==> src/hw/rtl/deq_pkg.sv <==
`timescale 1ns / 1ps

package deq_pkg;

    localparam int DEPTH_DEF = 16;
    localparam int WORD_W    = 32;
    localparam int OP_W      = 2;
    localparam int ST_W      = 2;
    localparam int CNT_OUT_W = 5;

    localparam logic [OP_W-1:0] OP_PUSH_FRONT = 2'd0;
    localparam logic [OP_W-1:0] OP_PUSH_BACK  = 2'd1;
    localparam logic [OP_W-1:0] OP_POP_FRONT  = 2'd2;
    localparam logic [OP_W-1:0] OP_POP_BACK   = 2'd3;

    localparam logic [ST_W-1:0] ST_OK    = 2'd0;
    localparam logic [ST_W-1:0] ST_EMPTY = 2'd1;
    localparam logic [ST_W-1:0] ST_FULL  = 2'd2;

    localparam logic [1:0] RD_POP   = 2'd0;
    localparam logic [1:0] RD_FRONT = 2'd1;
    localparam logic [1:0] RD_BACK  = 2'd2;

    typedef struct packed {
        logic             load;
        logic [1:0]       rd_sel;
        logic             update;
        logic             commit;
        logic [ST_W-1:0]  status;
        logic             lat_front;
    } t_dp_cmd;

    typedef struct packed {
        logic             is_pop;
        logic             empty;
        logic             full;
    } t_dp_stat;

endpackage

==> src/hw/rtl/deq_ram.sv <==
`timescale 1ns / 1ps

module deq_ram #(
    parameter int WIDTH = 32,
    parameter int DEPTH = 16
) (
    input  logic                     i_clk,
    input  logic                     i_we,
    input  logic [$clog2(DEPTH)-1:0] i_waddr,
    input  logic [WIDTH-1:0]         i_wdata,
    input  logic [$clog2(DEPTH)-1:0] i_raddr,
    output logic [WIDTH-1:0]         o_rdata
);

    logic [WIDTH-1:0] mem [DEPTH];
    logic [WIDTH-1:0] r_rdata;

    always_ff @(posedge i_clk) begin
        if (i_we) begin
            mem[i_waddr] <= i_wdata;
        end
        r_rdata <= mem[i_raddr];
    end

    assign o_rdata = r_rdata;

endmodule

==> src/hw/rtl/deq_ctrl.sv <==
`timescale 1ns / 1ps

module deq_ctrl (
    input  logic              i_clk,
    input  logic              i_rst_n,
    input  logic              start,
    output logic              busy,
    output logic              o_valid,
    input  deq_pkg::t_dp_stat i_stat,
    output deq_pkg::t_dp_cmd  o_cmd
);

    localparam logic [2:0] S_IDLE = 3'd0;
    localparam logic [2:0] S_POP  = 3'd1;
    localparam logic [2:0] S_UPD  = 3'd2;
    localparam logic [2:0] S_RDF  = 3'd3;
    localparam logic [2:0] S_RDB  = 3'd4;
    localparam logic [2:0] S_DONE = 3'd5;

    logic [2:0] r_state;
    logic [2:0] n_state;
    logic       legal;

    assign legal = i_stat.is_pop ? !i_stat.empty : !i_stat.full;

    always_comb begin
        n_state         = r_state;
        o_cmd           = '0;
        o_cmd.rd_sel    = deq_pkg::RD_POP;
        o_cmd.status    = deq_pkg::ST_OK;
        case (r_state)
            S_IDLE: begin
                if (start) begin
                    o_cmd.load = 1'b1;
                    n_state    = S_POP;
                end
            end
            S_POP: begin
                o_cmd.rd_sel = deq_pkg::RD_POP;
                n_state      = S_UPD;
            end
            S_UPD: begin
                o_cmd.update = 1'b1;
                o_cmd.commit = legal;
                if (!legal) begin
                    o_cmd.status = i_stat.is_pop ? deq_pkg::ST_EMPTY : deq_pkg::ST_FULL;
                end
                n_state = S_RDF;
            end
            S_RDF: begin
                o_cmd.rd_sel = deq_pkg::RD_FRONT;
                n_state      = S_RDB;
            end
            S_RDB: begin
                o_cmd.lat_front = 1'b1;
                o_cmd.rd_sel    = deq_pkg::RD_BACK;
                n_state         = S_DONE;
            end
            S_DONE: begin
                n_state = S_IDLE;
            end
            default: begin
                n_state = S_IDLE;
            end
        endcase
    end

    always_ff @(posedge i_clk) begin
        if (!i_rst_n) begin
            r_state <= S_IDLE;
        end else begin
            r_state <= n_state;
        end
    end

    assign busy    = (r_state != S_IDLE);
    assign o_valid = (r_state == S_DONE);

endmodule

==> src/hw/rtl/deq_datapath.sv <==
`timescale 1ns / 1ps

module deq_datapath #(
    parameter int DEPTH = deq_pkg::DEPTH_DEF
) (
    input  logic                                i_clk,
    input  logic                                i_rst_n,
    input  logic [deq_pkg::OP_W-1:0]            i_opcode,
    input  logic signed [deq_pkg::WORD_W-1:0]   i_data_value,
    input  deq_pkg::t_dp_cmd                    i_cmd,
    output deq_pkg::t_dp_stat                   o_stat,
    output logic signed [deq_pkg::WORD_W-1:0]   o_popped_value,
    output logic [deq_pkg::ST_W-1:0]            o_status,
    output logic [deq_pkg::CNT_OUT_W-1:0]       o_entry_count,
    output logic signed [deq_pkg::WORD_W-1:0]   o_front_value,
    output logic signed [deq_pkg::WORD_W-1:0]   o_back_value
);

    localparam int AW = $clog2(DEPTH);
    localparam int CW = $clog2(DEPTH + 1);
    localparam logic [CW:0]   DEPTH_S = (CW + 1)'(DEPTH);
    localparam logic [CW-1:0] DEPTH_C = CW'(DEPTH);

    logic [deq_pkg::OP_W-1:0]   r_op;
    logic [deq_pkg::WORD_W-1:0] r_data;
    logic [AW-1:0]              r_head;
    logic [CW-1:0]              r_count;
    logic [deq_pkg::WORD_W-1:0] r_popped;
    logic [deq_pkg::ST_W-1:0]   r_status;
    logic [deq_pkg::WORD_W-1:0] r_front;

    logic [AW-1:0]              back_pos;
    logic [AW-1:0]              tail_pos;
    logic [AW-1:0]              prev_head;
    logic [AW-1:0]              next_head;
    logic [AW-1:0]              raddr;
    logic [AW-1:0]              waddr;
    logic                       we;
    logic [deq_pkg::WORD_W-1:0] rdata;
    logic                       is_pop;
    logic [CW+deq_pkg::CNT_OUT_W-1:0] cnt_ext;

    function automatic logic [AW-1:0] ring_add(input logic [AW-1:0] base,
                                               input logic [CW-1:0] off);
        logic [CW:0] s;
        s = {{(CW + 1 - AW){1'b0}}, base} + {1'b0, off};
        if (s >= DEPTH_S) begin
            s = s - DEPTH_S;
        end
        return s[AW-1:0];
    endfunction

    assign is_pop    = (r_op == deq_pkg::OP_POP_FRONT) || (r_op == deq_pkg::OP_POP_BACK);
    assign back_pos  = ring_add(r_head, r_count - CW'(1));
    assign tail_pos  = ring_add(r_head, r_count);
    assign prev_head = ring_add(r_head, DEPTH_C - CW'(1));
    assign next_head = ring_add(r_head, CW'(1));

    assign o_stat.is_pop = is_pop;
    assign o_stat.empty  = (r_count == '0);
    assign o_stat.full   = (r_count == DEPTH_C);

    always_comb begin
        case (i_cmd.rd_sel)
            deq_pkg::RD_POP:   raddr = (r_op == deq_pkg::OP_POP_BACK) ? back_pos : r_head;
            deq_pkg::RD_FRONT: raddr = r_head;
            deq_pkg::RD_BACK:  raddr = back_pos;
            default:           raddr = r_head;
        endcase
    end

    assign we    = i_cmd.update && i_cmd.commit && !is_pop;
    assign waddr = (r_op == deq_pkg::OP_PUSH_FRONT) ? prev_head : tail_pos;

    deq_ram #(
        .WIDTH (deq_pkg::WORD_W),
        .DEPTH (DEPTH)
    ) u_ram (
        .i_clk   (i_clk),
        .i_we    (we),
        .i_waddr (waddr),
        .i_wdata (r_data),
        .i_raddr (raddr),
        .o_rdata (rdata)
    );

    always_ff @(posedge i_clk) begin
        if (i_cmd.load) begin
            r_op   <= i_opcode;
            r_data <= i_data_value;
        end
        if (i_cmd.update) begin
            r_popped <= (i_cmd.commit && is_pop) ? rdata : '0;
            r_status <= i_cmd.status;
        end
        if (i_cmd.lat_front) begin
            r_front <= rdata;
        end
    end

    always_ff @(posedge i_clk) begin
        if (!i_rst_n) begin
            r_head  <= '0;
            r_count <= '0;
        end else if (i_cmd.update && i_cmd.commit) begin
            case (r_op)
                deq_pkg::OP_PUSH_FRONT: begin
                    r_head  <= prev_head;
                    r_count <= r_count + CW'(1);
                end
                deq_pkg::OP_PUSH_BACK: begin
                    r_count <= r_count + CW'(1);
                end
                deq_pkg::OP_POP_FRONT: begin
                    r_head  <= next_head;
                    r_count <= r_count - CW'(1);
                end
                default: begin
                    r_count <= r_count - CW'(1);
                end
            endcase
        end
    end

    assign cnt_ext        = {{deq_pkg::CNT_OUT_W{1'b0}}, r_count};
    assign o_entry_count  = cnt_ext[deq_pkg::CNT_OUT_W-1:0];
    assign o_popped_value = r_popped;
    assign o_status       = r_status;
    assign o_front_value  = (r_count != '0) ? r_front : '0;
    assign o_back_value   = (r_count != '0) ? rdata : '0;

endmodule

==> src/hw/rtl/double_ended_queue_core.sv <==
`timescale 1ns / 1ps

// Channel   Handshake             Ports
// -------   ---------             -----
// op in     start & !busy         i_opcode, i_data_value
// result    o_valid (one cycle)   o_popped_value, o_status, o_entry_count,
//                                 o_front_value, o_back_value
//
// Operations do not overlap: the single
// RAM read port is used in turn for the popped word, the front and the back.
// The result is shown in the done state, after the pop, update, front-read and back-read states, for one cycle.
// Synchronous active-low reset empties the queue; the store itself is not cleared.
// The receiver cannot stall; busy stays high until the result has been shown.

module double_ended_queue_core #(
    parameter int DEPTH = deq_pkg::DEPTH_DEF
) (
    input  logic                              i_clk,
    input  logic                              i_rst_n,
    input  logic                              start,
    output logic                              busy,
    input  logic [deq_pkg::OP_W-1:0]          i_opcode,
    input  logic signed [deq_pkg::WORD_W-1:0] i_data_value,
    output logic                              o_valid,
    output logic signed [deq_pkg::WORD_W-1:0] o_popped_value,
    output logic [deq_pkg::ST_W-1:0]          o_status,
    output logic [deq_pkg::CNT_OUT_W-1:0]     o_entry_count,
    output logic signed [deq_pkg::WORD_W-1:0] o_front_value,
    output logic signed [deq_pkg::WORD_W-1:0] o_back_value
);

    deq_pkg::t_dp_cmd  cmd;
    deq_pkg::t_dp_stat stat;

    deq_ctrl u_ctrl (
        .i_clk   (i_clk),
        .i_rst_n (i_rst_n),
        .start   (start),
        .busy    (busy),
        .o_valid (o_valid),
        .i_stat  (stat),
        .o_cmd   (cmd)
    );

    deq_datapath #(
        .DEPTH (DEPTH)
    ) u_dp (
        .i_clk          (i_clk),
        .i_rst_n        (i_rst_n),
        .i_opcode       (i_opcode),
        .i_data_value   (i_data_value),
        .i_cmd          (cmd),
        .o_stat         (stat),
        .o_popped_value (o_popped_value),
        .o_status       (o_status),
        .o_entry_count  (o_entry_count),
        .o_front_value  (o_front_value),
        .o_back_value   (o_back_value)
    );

endmodule

==> config.mk <==
export PLATFORM = sky130hd
export DESIGN_NAME = double_ended_queue_core
export DESIGN_NICKNAME = d
export VERILOG_FILES = /design/src/hw/rtl/deq_pkg.sv /design/src/hw/rtl/deq_ram.sv /design/src/hw/rtl/deq_ctrl.sv /design/src/hw/rtl/deq_datapath.sv /design/src/hw/rtl/double_ended_queue_core.sv
export SDC_FILE = /design/constraint.sdc
export NUM_CORES = 1
export LEC_CHECK = 0
export BUFFER_PORTS_ARGS = -buffer_cell sky130_fd_sc_hd__buf_2
export CAP_MARGIN = 0
export CORE_AREA = 2 2 224 226
export CTS_BUF_LIST = sky130_fd_sc_hd__clkbuf_16
export DETAILED_ROUTE_END_ITERATION = 10
export DIE_AREA = 0 0 226 228
export GPL_TIMING_DRIVEN = 0
export PLACE_DENSITY = 0.75
export SETUP_SLACK_MARGIN = 0.5
export SLEW_MARGIN = 15
export SYNTH_ARGS = -nofsm -noshare
export SYNTH_HDL_FRONTEND = slang
export SYNTH_SLANG_ARGS = --single-unit
==> constraint.sdc <==
create_clock -name i_clk -period 4.6 [get_ports i_clk]
set_clock_uncertainty 0.15 [all_clocks]
set_input_delay 1.15 -clock i_clk [delete_from_list [all_inputs] [get_ports i_clk]]
set_output_delay 1.15 -clock i_clk [all_outputs]
set_load 0.02 [all_outputs]
* Word-level counts from Yosys, hierarchy flattened *
Memory sizes are Yosys's and may differ from the RTL's. A register that Yosys moved wholly into a read port is not among the register bits.
Index checks and enable logic that the tools add are counted.

storage, ports and cells
  flip-flop bits (word level) = 112
  RAM bits = 512
  input bits = 37
  output and inout port bits = 105
  word-level logic and storage cells = 75
  memories kept = 1

memory list
  memory          words  width  read ports  clocked after memory_dff  wr ports  line           text
  u_dp.u_ram.mem  16     32     1           1                         1         deq_ram.sv:15  logic [WIDTH-1:0] mem [DEPTH];

operators by class
  add/subtract/negate cells = 10
  magnitude comparators = 4
  eq/ne operators = 11
  mux-type cells = 23
  bitwise operators = 1
  reduce and logical (&&, ||, !) cells = 17

operator list
  operator             number
  $mux 32              2
  $mux 4               7
  $pmux 4 s2           2
  $sub 4x1->4 const B  4
  $pmux 3 s5           1
  $add 4x5->6          2
  $ge 6x5->1 const B   2
  $ge 5x5->1 const B   2
  $eq 2x2->1 const B   3
  $eq 3x2->1 const B   2
  $eq 3x3->1 const B   2
  $mux 1               6
  $add 4x1->5 const B  1
  $add 4x4->5 const B  1
  $add 5x1->5 const B  1
  $eq 5x5->1 const B   1
  $logic_not 5->1      1
  $mux 5               1
  $reduce_bool 5->1    1
  $sub 5x1->5 const B  1
  $logic_not 2->1      2
  $mux 2               2
  $pmux 2 s2           1
  $reduce_or 2->1      2
  12 further kinds     16

* Longest topological paths before layout *
Gate-level depths: netlist of run 1.

  depth after elaboration = 9
  gate-level depth with buffers = 13
  gate-level depth less buffers = 10

* Hierarchy *
Synthesis of run 1 repeated with hierarchy kept, for this count alone.

second synthesis, totals
  cell total of the unflattened synthesis = 1184
  area total of the unflattened synthesis = 24669.9 µm²

modules (own cells, without submodules)
  module        instances  cells an instance  area an instance (µm²)  sequential area each (µm²)
  deq_ram       1          838                19854.0                 16015.4
  deq_datapath  1          317                4590.7                  3183.1
  deq_ctrl      1          29                 225.2                   60.1

* Least setup slack after synthesis of run 1 *
OpenSTA, ideal clock, no wires.

  path kind = reg-to-reg
  start = reg u_dp.r_count[0] (netlist: u_dp.o_entry_count[0])
  end = mem u_dp.u_ram.mem[10][0] (enable)
  setup time = 0.461 ns
  data arrival time = 3.956 ns
  data required time = 3.989 ns
  path slack = 0.033 ns
  cell stages (with the launch flop) = 8
  path buffers = 1
  clock period less this slack = 4.567 ns
  cells stage by stage = dfxtp_1 -> inv_1 -> ha_1 -> a311o_1 -> clkbuf_1 -> nor3b_1 -> nand2_1 -> nor3_1

between the ends
  word-level cells in the longest chain between the ends = 8
  elaborated cells on any way between the ends = 15
  those cells by class = add/sub: 2; order compare: 1; eq/ne: 1; mux: 6; reduce/logical: 5

RTL lines
  element                                              line                 text
  from (decl)                                          deq_datapath.sv:27   logic [CW-1:0] r_count;
  from (signal assigned)                               deq_datapath.sv:109  r_count <= r_count + CW'(1);
  from (signal assigned)                               deq_datapath.sv:112  r_count <= r_count + CW'(1);
  from (signal assigned)                               deq_datapath.sv:116  r_count <= r_count - CW'(1);
  branches (longest 8 deep; another with $add 4x5->6)  --
  to (decl)                                            deq_ram.sv:15

Several ways; the timed one is not identified.

* Worst setup path after layout of run 1 *
  start = reg u_dp.r_count[1] (netlist: u_dp.o_entry_count[1])
  end = reg u_dp.u_ram.r_rdata[23] (netlist: u_dp.u_ram.o_rdata[23]), read port of u_dp.u_ram.mem

between the ends
  word-level cells in the longest chain between the ends = 6
  elaborated cells on any way between the ends = 7
  those cells by class = add/sub: 3; order compare: 1; mux: 3

RTL lines
  element                                           line                                    text
  $sub 5x1->5 *                                     deq_datapath.sv:54                      assign back_pos = ring_add(r_head, r_count - CW'(1));
  $add 4x5->6 *                                     deq_datapath.sv:46                      s = {{(CW + 1 - AW){1'b0}}, base} + {1'b0, off};
  $ge 6x5->1 / $sub 4x1->4 (equally long branches)  deq_datapath.sv:47, deq_datapath.sv:48
  $mux 4 *                                          deq_datapath.sv:47                      if (s >= DEPTH_S) begin
  $mux 4                                            deq_datapath.sv:65                      deq_pkg::RD_POP: raddr = (r_op == deq_pkg::OP_POP_BACK) ? back_pos : r_head;
  $pmux 4 s2 *                                      deq_datapath.sv:64                      case (i_cmd.rd_sel)
  to (decl)                                         deq_ram.sv:16                           logic [WIDTH-1:0] r_rdata;

Mark *: on every way between the ends. The rest lies on a longest branch, timed or not.
A chain may end at the register's enable or synchronous reset.

==> results of run 1 <==
[where the power goes]
group          switching [mW]  internal (mW)  total (mW)
Combinational            1.57          0.748        2.32
Clock                    2.17           2.85        5.01
Sequential              0.270           6.87        7.14
Total                    4.01           10.5        14.5
[cells in the final DEF (no fill, tap or decap), types with 4 or more instances in the layout]
| cell | n |
|---|---|
| a21oi_1 | 9 |
| and2_1 | 34 |
| buf_2 | 158 |
| buf_4 | 34 |
| buf_6 | 20 |
| bufinv_16 | 8 |
| clkbuf_1 | 103 |
| clkbuf_16 | 61 |
| clkbuf_2 | 9 |
| clkinv_1 | 19 |
| clkinv_2 | 12 |
| dfxtp_1 | 44 |
| edfxtp_1 | 612 |
| ha_1 | 11 |
| inv_1 | 150 |
| mux2_1 | 32 |
| mux2_2 | 78 |
| mux2_4 | 18 |
| nand2_1 | 7 |
| nand4_1 | 32 |
| nor2_1 | 17 |
| nor2b_1 | 65 |
| nor3_1 | 10 |
| nor3_2 | 13 |
| nor4_1 | 4 |
| o211ai_1 | 256 |
| o21ai_0 | 5 |
| o41ai_1 | 128 |
| xnor2_1 | 14 |
| xor2_1 | 6 |
[final cells by class]
| cell class | count | area [um^2] |
|---|---|---|
| plain buffers | 140 | 611 |
| clock buffers | 61 | 1530 |
| clock inverters | 53 | 444 |
| fillers | 3520 | 18400 |
| inverters | 140 | 526 |
| multi-input cells | 786 | 6500 |
| flip-flops and latches | 656 | 19300 |
| well taps | 672 | 841 |
| repair buffers | 195 | 1240 |
[cell usage after synthesis (11+ instances only)]
master    instances  area share [%]
mux2_1           32             1.3
inv_1           140             2.0
nand4_1          32            0.75
o211ai_1        256             7.2
dfxtp_1          44             3.3
clkbuf_1        112             1.6
ha_1             11            0.51
and2_1           34            0.80
mux2_2           78             3.3
xnor2_1          14            0.46
buf_2            19            0.36
mux2_4           18             1.0
o41ai_1         128             4.2
nor2b_1          65             1.5
nor2_1           21            0.29
nor3_1           26            0.49
edfxtp_1        612              69
[worst paths after layout]
path	start	to	slack (ns)
max	u_dp.o_entry_count[1]	u_dp.u_ram.o_rdata[23]	0.50
max reg2reg	u_dp.o_entry_count[1]	u_dp.u_ram.o_rdata[23]	0.50
min reg2reg	u_dp.u_ram.o_rdata[24]	u_dp.r_front[24]	0.29
min	u_dp.u_ram.o_rdata[24]	u_dp.r_front[24]	0.29
[per-layer routing]
layer  vias to the layer above  routed length, um  global-route usage, %
met4                         0               2310                   10.4
met2                       867              32900                   43.5
met1                      8196              24800                   32.7
li1                       7327                  -                      -
met5                         -                  0                      0
met3                       171               5820                   4.60
[logic make-up after synthesis]
family / after synthesis / synth area share, %
flops: 656 / 72.0
compound gates: 416 / 12.2
buf+inv: 280 / 4.19
simple gates: 206 / 4.49
mux: 131 / 5.76
xor+xnor: 20 / 0.655
fa+ha+maj: 13 / 0.665
[through the flow]
step	utilization, %	power, mW
2_1_floorplan	-	8.58
3_3_place_gp	57.3	9.44
3_5_place_dp	58.6	9.54
4_1_cts	62.6	14.5
5_1_grt	62.7	14.9
6_report	62.7	14.5
[sequential cells by signal, indices dropped and copies added (netlist names), 3 cells and up]
register / flops
u_dp.u_ram.mem: 512
u_dp.o_popped_value: 32
u_dp.r_data: 32
u_dp.r_front: 32
u_dp.u_ram.o_rdata: 32
u_dp.o_entry_count: 5
u_dp.r_head: 4
u_ctrl.r_state: 3
==> results.toml, run 1 <==
[run_status]
status = "completed"

[critical_path]
cp_data_arrival_time_ns = 4.50
path_class = "reg2reg"
cpPeakStageDelay_ns = 0.61
critPathTopFamily = "buffers and inverters"
crit_cells = 10
crit_chain = "inv_1 > ha_1 > fa_1 > and3_1 > nor4_1 > clkbuf_4 > clkbuf_4 > clkbuf_1 > o211ai_1 > nand4_1"
cp_slowest_cell = "clkbuf_1"
r2r.worst_path.cells = 10
cp_max_fo = 10
crit_required_ns = 5.01
start_kind = "flop"
crit_buf_inv = 4
cp_common_cell = "clkbuf_4"
crit_path_end_kind = "flop"

[clocking]
postCtsResizedCells = 5
root_buffer = "clkbuf_16"
cts_hold_buf = 0
numCtsBuffers = 61
clk_pin_slew_ns = 0.07
clock_latency_ns = 0.64
cts_sinks = 656
cts_setup_buffers = 0
clk_path_buf_depth = 3
tritoncts = "done"
htreeDepth = 2

[min_path]
whs_path_depth = 0
hp-class = "reg2reg"

[floorplan]
die_y_um = 228
start_util_pct = 54.2
rows = 82
core_um2 = 49300
die_area_um2 = 51500
io-pin-count = 142
die_w_um = 226

[route]
drt_wl_total_um = 65800
antenna_left = 0
drtIter0Drc = 1962
wl_per_cell_um = 24.3
via_per_inst = 6.13
drc = 0
drt_first_pass_iters = 5
vias = 16600

[synthesis]
ys_ff_latch = 656
synth_edf_count = 612
syn_area_per_cell_um2 = 15.5
synth_flop_cell = "edfxtp_1"
synthCells = 1722
ys_warn_count = 0
synth_area_um2 = 26700
synthArstFlopShare_pct = 0
ys_seq_area_share_pct = 72.0
syn_nets = 1772
synth_cell_types = 47

[finish]
drive_gt1_share_pct = 21.5
n_antenna_cell = 0
synthToLayoutAreaGrowth_pct = 15.8
fin_cells = 2703
design_area_um2 = 30900
fin_nets = 2030

[power]
p_leak_nw = 10.6
ir_drop_mv = 0.318
power_density_nw_per_um2 = 468

[placed_design]
placement.setup.worst_slack_ns = 0.435
post-place-cells = 2589
gp_congestion = 0.871
placed_area_um2 = 28900
io_buffer_count = 141
dpl.hpwl_um = 45500

[global_route]
grt_pass1_wl_um = 98700
grt_pass1_vias = 16600
grt_usage_pct = 25.6
overflow = 0
antenna_found_initial = 1
grt_max_degree = 27

[timing]
holdWs_ns = 0.293
period_minus_slack_ns = 4.10
finalSetupViolCount = 0
tns_ns = 0
rsz0062_at_grt = "no"
timing.slew.headroom_pct = 14.6
maxSlewViolCount = 0
worst_pin_slew_ns = 1.28
max_freq_mhz = 244
layout_setup_ws_ns = 0.501
hold_viol_final = 0
fin_crit_sh_pct = 89.1

[run]
maxCapViolCount = 0
(Power assumes the default switching activity.)
==> run 2: changes to the inputs <==
--- a/config.mk
+++ b/config.mk
@@ -13,6 +13,7 @@
 export DIE_AREA = 0 0 226 228
 export GPL_TIMING_DRIVEN = 0
 export PLACE_DENSITY = 0.75
+export REMOVE_ABC_BUFFERS = 1
 export SETUP_SLACK_MARGIN = 0.5
 export SLEW_MARGIN = 15
 export SYNTH_ARGS = -nofsm -noshare
==> run 2 against run 1 <==
Compared with the run above: register-to-register slack improved by 0.06 ns; global-route usage up 0.54 points; non-clock buffer count is 26 lower; sequential cell count unchanged; via count increased by 2.5%; combinational power is 6% higher; sequential share of layout area fell by 1.5 points; critical endpoint unchanged; maximum frequency up 1.5%.
==> results.toml, run 2 (same netlist as run 1, synthesis figures left out) <==
[critical_path]
crit_path_end_kind = "flop"
crit_required_ns = 4.88
cp_slowest_cell = "or4_2"
crit_buf_inv = 2
crit_chain = "inv_1 > ha_1 > fa_2 > nand2b_2 > a21oi_4 > buf_16 > or4_2 > o211ai_1 > nand4_1"
path_class = "reg2reg"
critPathTopFamily = "simple AND/OR/NAND/NOR gates"
cp_max_fo = 32
cp_data_arrival_time_ns = 4.32
cpPeakStageDelay_ns = 1.16
start_kind = "flop"

[run_status]
status = "completed"

[finish]
top_register = "u_dp.u_ram.mem"
n_antenna_cell = 0
largest_reg_flops = 512
mostFrequentLayoutCells = "612 x edfxtp_1, 256 x o211ai_1, 160 x inv_1"
drive_gt1_share_pct = 27.0
nFillCells = 3286
synthToLayoutAreaGrowth_pct = 18.6
seq_area_um2 = 19300
multi_input_area_um2 = 6680
utilization_pct = 64.3
final_common_cell = "edfxtp_1"
fin_nets = 2014

[global_route]
overflow = 0
grt_usage_pct = 26.2
antenna_found_initial = 1
grt_pass1_wl_um = 100000
grt_pass1_vias = 16900
grt_max_degree = 65

[floorplan]
die_y_um = 228
io-pin-count = 142
die_w_um = 226
core_um2 = 49300
rows = 82
die_area_um2 = 51500
start_util_pct = 54.2

[route]
antenna_left = 0
wl_per_cell_um = 25.5
drtIter0Drc = 2055
drt_wl_total_um = 68700
via_per_inst = 6.31
drt_first_pass_iters = 5
drc = 0
vias = 17000

[placed_design]
dpl.hpwl_um = 44600
gp_congestion = 0.806
placement.setup.worst_slack_ns = -0.00270
io_buffer_count = 141

[power]
p_leak_nw = 11.0
power_density_nw_per_um2 = 461
ir_drop_mv = 0.297

[min_path]
hp-class = "reg2reg"

[timing]
rsz0062_at_grt = "yes"
hold_viol_final = 0
fin_crit_sh_pct = 87.8
worst_pin_slew_ns = 1.02
holdWs_ns = 0.294
maxSlewViolCount = 0
period_minus_slack_ns = 4.04
timing.slew.headroom_pct = 31.2
max_freq_mhz = 248
layout_setup_ws_ns = 0.561
finalSetupViolCount = 0

[clocking]
numCtsBuffers = 67
clk_path_buf_depth = 3
cts_sinks = 656
root_buffer = "clkbuf_16"
clock_latency_ns = 0.60
tritoncts = "done"
htreeDepth = 3
clk_pin_slew_ns = 0.06
cts_hold_buf = 0

[run]
maxCapViolCount = 0
-- run 2: cell count changes in the layout (fill, tap and decap cells not counted), sizes merged --
cell,delta
bufinv,-6
clkinvlp,+3
a21oi,+1
inv,+14
or4,+2
buf,+83
and3,+1
clkinv,-8
clkbuf,-102
-- run 2: cell type report --
cell class              instances  share of cell area, %
clock buffers                  68                   5.37
multi-input cells             790                   21.1
flip-flops and latches        656                   60.7
well taps                     672                   2.65
clock inverters                56                   1.05
inverters                     140                   1.66
repair buffers                309                   7.48
-- run 2: worst paths after layout --
check / startpoint / end / slack (ns) / cells after the start
max reg2reg: u_dp.o_entry_count[0] / u_dp.u_ram.o_rdata[23] / 0.56 / 9
min: u_dp.u_ram.o_rdata[13] / u_dp.r_front[13] / 0.29 / 0
min reg2reg: u_dp.u_ram.o_rdata[13] / u_dp.r_front[13] / 0.29 / 0
max: u_dp.o_entry_count[0] / u_dp.u_ram.o_rdata[23] / 0.56 / 9
-- run 2: worst reg2reg max path, cell delays in order, from the launching register on --
cell      delay (ns)
dfxtp_2         0.40
inv_1           0.13
ha_1            0.37
fa_2            0.54
nand2b_2        0.21
a21oi_4         0.09
buf_16          0.21
or4_2           1.17
o211ai_1        0.39
nand4_1         0.22
-- run 2: what timing repair did --
action,in CTS,in global routing
setup buffers,6,0
cloned,2,2
pin swaps,3,1
gates resized for setup,4,8
endpoints found under the setup margin,32,25
-- run 2: routing by layer --
metal	global-route usage [%]	up-vias	share of wire, %
met5	0	-	0
met4	12.3	0	4.1
met3	4.98	227	8.6
met2	42.7	1016	49
met1	34.0	8435	39
li1	-	7302	-
-- run 2: through the flow --
stage / power [mW] / setup TNS, ns / instance area, um^2 / std cells
5_1_grt: 15.1 / 0 / 31700 / 2691
2_1_floorplan: 8.59 / -324.42 / 26100 / 1582
3_5_place_dp: 9.61 / -0.00270 / 29600 / 2557
3_3_place_gp: 9.53 / -2651.69 / 27700 / 2395
4_1_cts: 14.6 / 0 / 31700 / 2689
6_report: 14.6 / 0 / 31700 / 2691
-- run 2: power by group --
group / total [mW] / switching [mW] / internal (mW)
combinational: 2.46 / 1.55 / 0.904
clock: 5.05 / 2.24 / 2.82
sequential: 7.12 / 0.247 / 6.88
total: 14.6 / 4.04 / 10.6
